===== src/design/wmxh_pkg.sv =====
`timescale 1ns / 1ps
// ----------------------------------------------------------------------------
// wmxh_pkg: shared types and constants for the word multiply-xor hash
// Hash constants, the sequencer state type, multiplier control and helpers.
// ----------------------------------------------------------------------------
package wmxh_pkg;

  localparam logic [63:0] SEED_VALUE       = 64'hcbf29ce484222325;
  localparam logic [63:0] STEP_MULTIPLIER  = 64'h9E3779B97F4A7C15;
  localparam logic [63:0] NONE_SUBSTITUTE  = 64'h00000100000001b3;
  localparam logic [63:0] FINAL_MULTIPLIER = 64'hD6E8FEB86659FD93;
  localparam int unsigned FINAL_SHIFT      = 32;

  // Sequencer states
  typedef enum logic [2:0] {
    ST_IDLE,
    ST_M0,
    ST_M1,
    ST_M2,
    ST_NEXT
  } state_e;

  // Partial product selected in a multiplier pass
  typedef enum logic [1:0] {
    MUL_LL,
    MUL_HL,
    MUL_LH
  } mul_step_e;

  typedef struct packed {
    logic      en;
    mul_step_e step;
  } mul_ctl_t;

  // Keep the low byte_count bytes; counts of eight and above keep all
  function automatic logic [63:0] keep_low_bytes(input logic [63:0] word,
                                                 input logic [3:0]  count);
    logic [63:0] res;
    res = '0;
    for (int i = 0; i < 8; i++) begin
      if (count[3] || (4'(i) < count)) begin
        res[i*8 +: 8] = word[i*8 +: 8];
      end
    end
    return res;
  endfunction

  // h ^ (h >> 32)
  function automatic logic [63:0] xor_shift(input logic [63:0] h);
    return h ^ (h >> FINAL_SHIFT);
  endfunction

endpackage


===== src/design/wmxh_if.sv =====
`timescale 1ns / 1ps
// ----------------------------------------------------------------------------
// wmxh_if: valid/ready channels of the word multiply-xor hash
// Message word input, hash result output and the configuration write channel.
// ----------------------------------------------------------------------------
interface wmxh_word_if;
  logic        valid;
  logic        ready;
  logic [63:0] data_word;
  logic [3:0]  byte_count;
  logic        last_word;

  modport source (output valid, output data_word, output byte_count,
                  output last_word, input ready);
  modport sink   (input valid, input data_word, input byte_count,
                  input last_word, output ready);
endinterface

interface wmxh_hash_if;
  logic        valid;
  logic        ready;
  logic [63:0] hash_value;

  modport source (output valid, output hash_value, input ready);
  modport sink   (input valid, input hash_value, output ready);
endinterface

interface wmxh_cfg_if;
  logic        valid;
  logic        ready;
  logic [63:0] data;

  modport source (output valid, output data, input ready);
  modport sink   (input valid, input data, output ready);
endinterface


===== src/design/wmxh_mul.sv =====
`timescale 1ns / 1ps
// ----------------------------------------------------------------------------
// wmxh_mul: shared 32x32 multiplier for 64-bit products mod 2^64
// Three passes: low x low into the product, then both cross terms into the
// upper half. Only the low 64 bits of the full product are kept.
// ----------------------------------------------------------------------------
module wmxh_mul (
  input  logic               clk_i,
  input  logic [63:0]        op_a_i,
  input  logic [63:0]        op_b_i,
  input  wmxh_pkg::mul_ctl_t ctl_i,
  output logic [63:0]        prod_o
);
  import wmxh_pkg::*;

  logic [31:0] mul_a;
  logic [31:0] mul_b;
  logic [63:0] mul_p;
  logic [63:0] prod_q;

  // Operand halves for this pass
  always_comb begin
    case (ctl_i.step)
      MUL_HL: begin
        mul_a = op_a_i[63:32];
        mul_b = op_b_i[31:0];
      end
      MUL_LH: begin
        mul_a = op_a_i[31:0];
        mul_b = op_b_i[63:32];
      end
      default: begin
        mul_a = op_a_i[31:0];
        mul_b = op_b_i[31:0];
      end
    endcase
    mul_p = 64'(mul_a) * 64'(mul_b);
  end

  // Product register; cross terms land in the upper word
  always_ff @(posedge clk_i) begin
    if (ctl_i.en) begin
      case (ctl_i.step) inside
        MUL_LL:         prod_q <= mul_p;
        MUL_HL, MUL_LH: prod_q[63:32] <= prod_q[63:32] + mul_p[31:0];
        default:        prod_q <= prod_q;
      endcase
    end
  end

  assign prod_o = prod_q;

endmodule


===== src/design/word_multiply_xor_hash64.sv =====
`timescale 1ns / 1ps
// Sequence: a word with bytes is accepted in idle, then passes through the
// shared 32x32 multiplier, which builds each 64-bit product in three passes,
// and an update; a last word repeats the passes for the finalizer multiply.
// A new word is taken only in idle; an empty non-last word leaves it idle.
// Reset: accumulator loads the seed, reserved value clears to 0, output empty.
// ----------------------------------------------------------------------------
// word_multiply_xor_hash64: word-at-a-time multiply-xor hash, 64-bit result
// Absorbs masked message words into an accumulator and emits the avalanche-
// finalized hash on the last word, remapping the reserved none value.
// ----------------------------------------------------------------------------
module word_multiply_xor_hash64 (
  input  logic   clk_i,
  input  logic   rst_ni,
  wmxh_word_if.sink   in_i,
  wmxh_hash_if.source out_o,
  wmxh_cfg_if.sink    cfg_i
);
  import wmxh_pkg::*;

  state_e      state_q, state_d;
  logic [63:0] acc_q, acc_d;
  logic [63:0] opa_q, opa_d;
  logic        fin_q, fin_d;
  logic        last_q, last_d;
  logic        out_valid_q, out_valid_d;
  logic [63:0] hash_q, hash_d;
  logic [63:0] none_q;

  logic        in_accept;
  logic        out_load;
  logic        slot_free;
  logic [63:0] prod;
  logic [63:0] fin_hash;
  mul_ctl_t    mul_ctl;

  assign in_i.ready  = (state_q == ST_IDLE);
  assign in_accept   = in_i.valid && in_i.ready;
  assign slot_free   = !out_valid_q || out_o.ready;
  assign cfg_i.ready = 1'b1;

  assign out_o.valid      = out_valid_q;
  assign out_o.hash_value = hash_q;

  // Shared multiplier
  wmxh_mul u_mul (
    .clk_i  (clk_i),
    .op_a_i (opa_q),
    .op_b_i (fin_q ? FINAL_MULTIPLIER : STEP_MULTIPLIER),
    .ctl_i  (mul_ctl),
    .prod_o (prod)
  );

  // Next state
  always_comb begin
    state_d = state_q;
    unique case (state_q)
      ST_IDLE: begin
        if (in_accept && ((in_i.byte_count != 4'd0) || in_i.last_word)) begin
          state_d = ST_M0;
        end
      end
      ST_M0: state_d = ST_M1;
      ST_M1: state_d = ST_M2;
      ST_M2: state_d = ST_NEXT;
      ST_NEXT: begin
        if (!fin_q) begin
          state_d = last_q ? ST_M0 : ST_IDLE;
        end else if (slot_free) begin
          state_d = ST_IDLE;
        end
      end
      default: state_d = ST_IDLE;
    endcase
  end

  // Datapath and control outputs
  assign fin_hash = xor_shift(prod);

  always_comb begin
    acc_d       = acc_q;
    opa_d       = opa_q;
    fin_d       = fin_q;
    last_d      = last_q;
    hash_d      = hash_q;
    out_load    = 1'b0;
    mul_ctl.en   = 1'b0;
    mul_ctl.step = MUL_LL;
    unique case (state_q)
      ST_IDLE: begin
        if (in_accept) begin
          last_d = in_i.last_word;
          if (in_i.byte_count != 4'd0) begin
            opa_d = acc_q ^ keep_low_bytes(in_i.data_word, in_i.byte_count);
            fin_d = 1'b0;
          end else if (in_i.last_word) begin
            opa_d = xor_shift(acc_q);
            fin_d = 1'b1;
          end
        end
      end
      ST_M0: begin
        mul_ctl.en   = 1'b1;
        mul_ctl.step = MUL_LL;
      end
      ST_M1: begin
        mul_ctl.en   = 1'b1;
        mul_ctl.step = MUL_HL;
      end
      ST_M2: begin
        mul_ctl.en   = 1'b1;
        mul_ctl.step = MUL_LH;
      end
      ST_NEXT: begin
        if (!fin_q) begin
          acc_d = prod;
          if (last_q) begin
            opa_d = xor_shift(prod);
            fin_d = 1'b1;
          end
        end else if (slot_free) begin
          out_load = 1'b1;
          hash_d   = (fin_hash == none_q) ? NONE_SUBSTITUTE : fin_hash;
          acc_d    = SEED_VALUE;
        end
      end
      default: ;
    endcase
  end

  // Output slot
  always_comb begin
    out_valid_d = out_valid_q;
    if (out_load) begin
      out_valid_d = 1'b1;
    end else if (out_o.ready) begin
      out_valid_d = 1'b0;
    end
  end

  // Control registers
  always_ff @(posedge clk_i or negedge rst_ni) begin
    if (!rst_ni) begin
      state_q     <= ST_IDLE;
      acc_q       <= SEED_VALUE;
      fin_q       <= 1'b0;
      last_q      <= 1'b0;
      out_valid_q <= 1'b0;
      none_q      <= '0;
    end else begin
      state_q     <= state_d;
      acc_q       <= acc_d;
      fin_q       <= fin_d;
      last_q      <= last_d;
      out_valid_q <= out_valid_d;
      if (cfg_i.valid && cfg_i.ready) begin
        none_q <= cfg_i.data;
      end
    end
  end

  // Payload registers
  always_ff @(posedge clk_i) begin
    opa_q  <= opa_d;
    hash_q <= hash_d;
  end

`ifndef SYNTHESIS
  // An empty non-last word leaves the block idle with the accumulator intact
  assert property (@(posedge clk_i) disable iff (!rst_ni)
    (in_accept && (in_i.byte_count == 4'd0) && !in_i.last_word)
      |=> (state_q == ST_IDLE) && $stable(acc_q))
    else $error("empty word changed hash state");

  // Emitting a hash reloads the seed and fills the output slot
  assert property (@(posedge clk_i) disable iff (!rst_ni)
    out_load |=> (acc_q == SEED_VALUE) && out_valid_q)
    else $error("seed not reloaded after output");

  // The second cross-term pass (M2) follows the first (M1)
  assert property (@(posedge clk_i) disable iff (!rst_ni)
    (state_q == ST_M2) |-> ($past(state_q) == ST_M1))
    else $error("multiplier pass out of order");
`endif

endmodule


===== src/flat_wrapper.sv =====
// flat-port wrapper written by rule: the top's interface ports become plain ports
module word_multiply_xor_hash64_flat import wmxh_pkg::*;
  (clk_i, rst_ni, in_i_valid, in_i_data_word, in_i_byte_count, in_i_last_word, in_i_ready, out_o_valid, out_o_hash_value, out_o_ready, cfg_i_valid, cfg_i_data, cfg_i_ready);
  wmxh_word_if in_i_i ();
  wmxh_hash_if out_o_i ();
  wmxh_cfg_if cfg_i_i ();
  input  logic clk_i;
  input  logic rst_ni;
  input wire logic [$bits(in_i_i.valid)-1:0] in_i_valid;
  input wire logic [$bits(in_i_i.data_word)-1:0] in_i_data_word;
  input wire logic [$bits(in_i_i.byte_count)-1:0] in_i_byte_count;
  input wire logic [$bits(in_i_i.last_word)-1:0] in_i_last_word;
  output wire logic [$bits(in_i_i.ready)-1:0] in_i_ready;
  output wire logic [$bits(out_o_i.valid)-1:0] out_o_valid;
  output wire logic [$bits(out_o_i.hash_value)-1:0] out_o_hash_value;
  input wire logic [$bits(out_o_i.ready)-1:0] out_o_ready;
  input wire logic [$bits(cfg_i_i.valid)-1:0] cfg_i_valid;
  input wire logic [$bits(cfg_i_i.data)-1:0] cfg_i_data;
  output wire logic [$bits(cfg_i_i.ready)-1:0] cfg_i_ready;
  assign in_i_i.valid = in_i_valid;
  assign in_i_i.data_word = in_i_data_word;
  assign in_i_i.byte_count = in_i_byte_count;
  assign in_i_i.last_word = in_i_last_word;
  assign in_i_ready = in_i_i.ready;
  assign out_o_valid = out_o_i.valid;
  assign out_o_hash_value = out_o_i.hash_value;
  assign out_o_i.ready = out_o_ready;
  assign cfg_i_i.valid = cfg_i_valid;
  assign cfg_i_i.data = cfg_i_data;
  assign cfg_i_ready = cfg_i_i.ready;
  word_multiply_xor_hash64 u_core (.clk_i(clk_i), .rst_ni(rst_ni), .in_i(in_i_i), .out_o(out_o_i), .cfg_i(cfg_i_i));
endmodule

===== config.mk =====
export PLATFORM = sky130hd
export DESIGN_NAME = word_multiply_xor_hash64_flat
export DESIGN_NICKNAME = d
export VERILOG_FILES = /design/src/design/wmxh_pkg.sv /design/src/design/wmxh_if.sv /design/src/design/wmxh_mul.sv /design/src/design/word_multiply_xor_hash64.sv /design/src/flat_wrapper.sv
export SDC_FILE = /design/constraint.sdc
export NUM_CORES = 2
export LEC_CHECK = 0
export BUFFER_PORTS_ARGS = -buffer_cell sky130_fd_sc_hd__buf_2
export CORE_AREA = 2 2 431 433
export DETAILED_ROUTE_END_ITERATION = 8
export DIE_AREA = 0 0 433 435
export SYNTH_ARGS = -nofsm -noshare
export SYNTH_HDL_FRONTEND = slang
export SYNTH_SLANG_ARGS = --single-unit

===== constraint.sdc =====
create_clock -name clk_i -period 9.51 [get_ports clk_i]
set_input_delay 1.902 -clock clk_i [delete_from_list [all_inputs] [get_ports clk_i]]
set_output_delay 1.902 -clock clk_i [all_outputs]
set_load 0.005 [all_outputs]

==> impl_metrics.toml <==
[synthesis]
yosys.area.top_type_share = 0.3638
ys_ff_latch = 326
synth_most_common_cell = "inv_1"
synth_ff_type = "edfxtp_1"
syn_area_mm2 = 0.04578
yosys_warnings = 0
synth.avg_cell_area_um2 = 10.22
async_flop_share = 0.4110
yosys-top-cells-count = "inv_1 (967), fa_1 (832), ha_1 (356)"
synth.yosys.seq_area_share = 0.1999
synth-edff-count = 192
synth_fp_nets = 5806
synthTopCellsByArea = "fa_1 (36%), edfxtp_1 (13%), ha_1 (9.7%)"
synthCells = 4480
post-synth-top-area-cell = "fa_1"
synth_cell_types = 94

[global_routing]
antenna_found_initial = 4
grt_util_met1 = 0.2471
grt_usage = 0.1892
grt_pass1_wl_um = 258900
use_met3 = 0.03537
use_met2 = 0.3039
grt_max_degree = 77
grt.overflow.total = 0
grt_pass1_vias = 37720
grt-busiest-layer = "met2"

[sta]
drv_slew = 0
fin_crit_sh = 0.9975
final.setup.worst_slack_ps = 23.34
setup_violations = 0
grt_setup_unrepaired = "true"
fin_crit_ps = 9487
maxSlewHeadroom = 0.3362
skew_ps = 26.37
fmax_mhz = 105.4
worst_slew_pin_slew_ps = 993.5
hold_viol = 0

[drt]
first_iter_violations = 2779
wire_per_inst_um = 23.14
vias = 35380
wl_um = 179700
drt_pre_antenna_iters = 5
ant_nets = 0
drc = 0
viasPerCell = 4.557

[layout]
stdcell_count = 7764
area_growth_syn_to_layout_pct = 23.86
multi_input_area_mm2 = 0.03320
fin_nets = 6579
drive_above_1_share = 0.2375
seq_area_mm2 = 0.009158
fin_area_mm2 = 0.05671
fill_cells = 19120

[place]
place_area_mm2 = 0.05452
preCtsSetupSlack_ps = -836.5
io_buffers = 203
dp_cells = 7667
place_congestion = 0.9739
hpwlAfterDp_um = 155900

[worst_setup_path]
cp_slowest_cell = "fa_1"
critical_path.most_common_cell = "fa_1"
crit_path_max_incr_delay_ps = 560
cp.arrival_ps = 9750
path_class = "register to register"
crit_path_max_fanout = 4
startpoint_type = "register"
reg2reg_setup_slack_ps = 20
endpoint_kind = "register"
required_ps = 9770

[die]
core_mm2 = 0.1840
rows = 158
dieHeight_um = 435
pin_count = 205
initial_core_util = 0.2488
dieWidth_um = 433
dieArea_mm2 = 0.1884

[worst_hold_path]
worstHoldPathType = "register to register"

[clocking]
cts_sinks = 326
h-tree-depth = 2
clk_latency_ps = 540
cts_root_buf = "clkbuf_16"
ctsLongestPathBuffers = 3
cts_tree = "done"
cts_buffers = 34
cts.clk_slew.worst_paths_ps = 60

[run]
maxCapViolations = 0

[run_status]
status = "finished clean"
## layout make-up
class	count	area share
Sequential cell	326	0.1615
Inverter	972	0.06473
Multi-Input combinational cell	3019	0.5855
Timing Repair Buffer	900	0.1146
Antenna cell	5	0.0002206
Tap cell	2480	0.05472
Clock inverter	16	0.002581
Clock buffer	46	0.01615
## worst max-delay path: cells and delay by family, from the launching register on
family / cells / cell delay, ps
buffers and inverters: 7 / 550
AND/OR/NAND/NOR: 9 / 1420
flip-flops: 1 / 370
multiplexers: 1 / 320
XOR/XNOR: 3 / 440
AO/OA/AOI/OAI: 10 / 2400
adder cells (fa/ha/maj): 10 / 3740
## state kept, by name, indices dropped and copies added (netlist names)
| signal | count |
|---|---|
| u_core.out_o.hash_value | 64 |
| u_core.state_q | 3 |
| u_core.none_q | 64 |
| u_core.opa_q | 64 |
| u_core.last_q | 1 |
| u_core.u_mul.prod_o | 64 |
| u_core.acc_q | 64 |
| u_core.fin_q | 1 |
| u_core.out_o.valid | 1 |
## final timing paths
| kind | startpoint | depth (start not counted) | endpoint |
|---|---|---|---|
| setup / recovery | u_core.state_q[2]$_DFFE_PN0P_ | 40 | u_core.u_mul.prod_o[61]$_DFFE_PP_ |
| hold / removal | u_core.acc_q[21]$_DFFE_PN1P_ | 1 | u_core.acc_q[21]$_DFFE_PN1P_ |
| setup reg to reg | u_core.state_q[2]$_DFFE_PN0P_ | 40 | u_core.u_mul.prod_o[61]$_DFFE_PP_ |
| hold reg to reg | u_core.acc_q[21]$_DFFE_PN1P_ | 1 | u_core.acc_q[21]$_DFFE_PN1P_ |
| max in group asynchronous | rst_ni | 2 | u_core.none_q[61]$_DFFE_PN0P_ |
| min in group asynchronous | rst_ni | 1 | u_core.none_q[8]$_DFFE_PN0P_ |
## layer usage
| metal | share of wire | vias to the layer above |
|---|---|---|
| li1 | - | 15710 |
| met1 | 0.42 | 18220 |
| met2 | 0.47 | 1189 |
| met3 | 0.065 | 262 |
| met4 | 0.053 | 0 |
| met5 | 0 | - |
## repair_timing
item | in CTS | in global routing
setup endpoints to repair | 16 | 22
pin swaps | 14 | 81
buffers inserted | 10 | 22
hold buffers | 0 | 0
resized for setup | 27 | 162
gates cloned | 0 | 1
## layout by cell type, fill, tap and decap left out, types with 30 or more instances in the layout
master / n
inv_1: 948
fa_1: 816
buf_4: 673
ha_1: 332
nand2_1: 326
nor2_1: 258
buf_2: 202
edfxtp_1: 192
a21oi_1: 166
xor2_1: 131
o21ai_0: 127
xnor2_1: 120
dfrtp_1: 105
mux2_2: 75
a21o_1: 56
and2_1: 39
a22o_1: 36
clkbuf_16: 35
a31oi_1: 34
nand3_1: 33
nand4_1: 32
o22a_1: 30
## cells by family after synthesis
kind of cell | synth area share
flops | 0.1999
buf+inv | 0.09374
other cells | 0.00008191
compound gates | 0.08816
fa+ha+maj | 0.4611
mux | 0.02615
simple gates | 0.08111
xor+xnor | 0.04974
## through the flow
stage,utilization,setup TNS (ps),hold WS (ps)
6_report,0.3081,0,522.7
5_1_grt,0.3081,-799.9,525.2
4_1_cts,0.3033,-4.479,521.4
3_5_place_dp,0.2962,-6827,503.4
3_3_place_gp,0.2962,-5573,502.7
2_1_floorplan,-,0,486.8
Power is not shown: default switching activity piles up to over one toggle a cycle in this logic, so the estimate is an artifact.
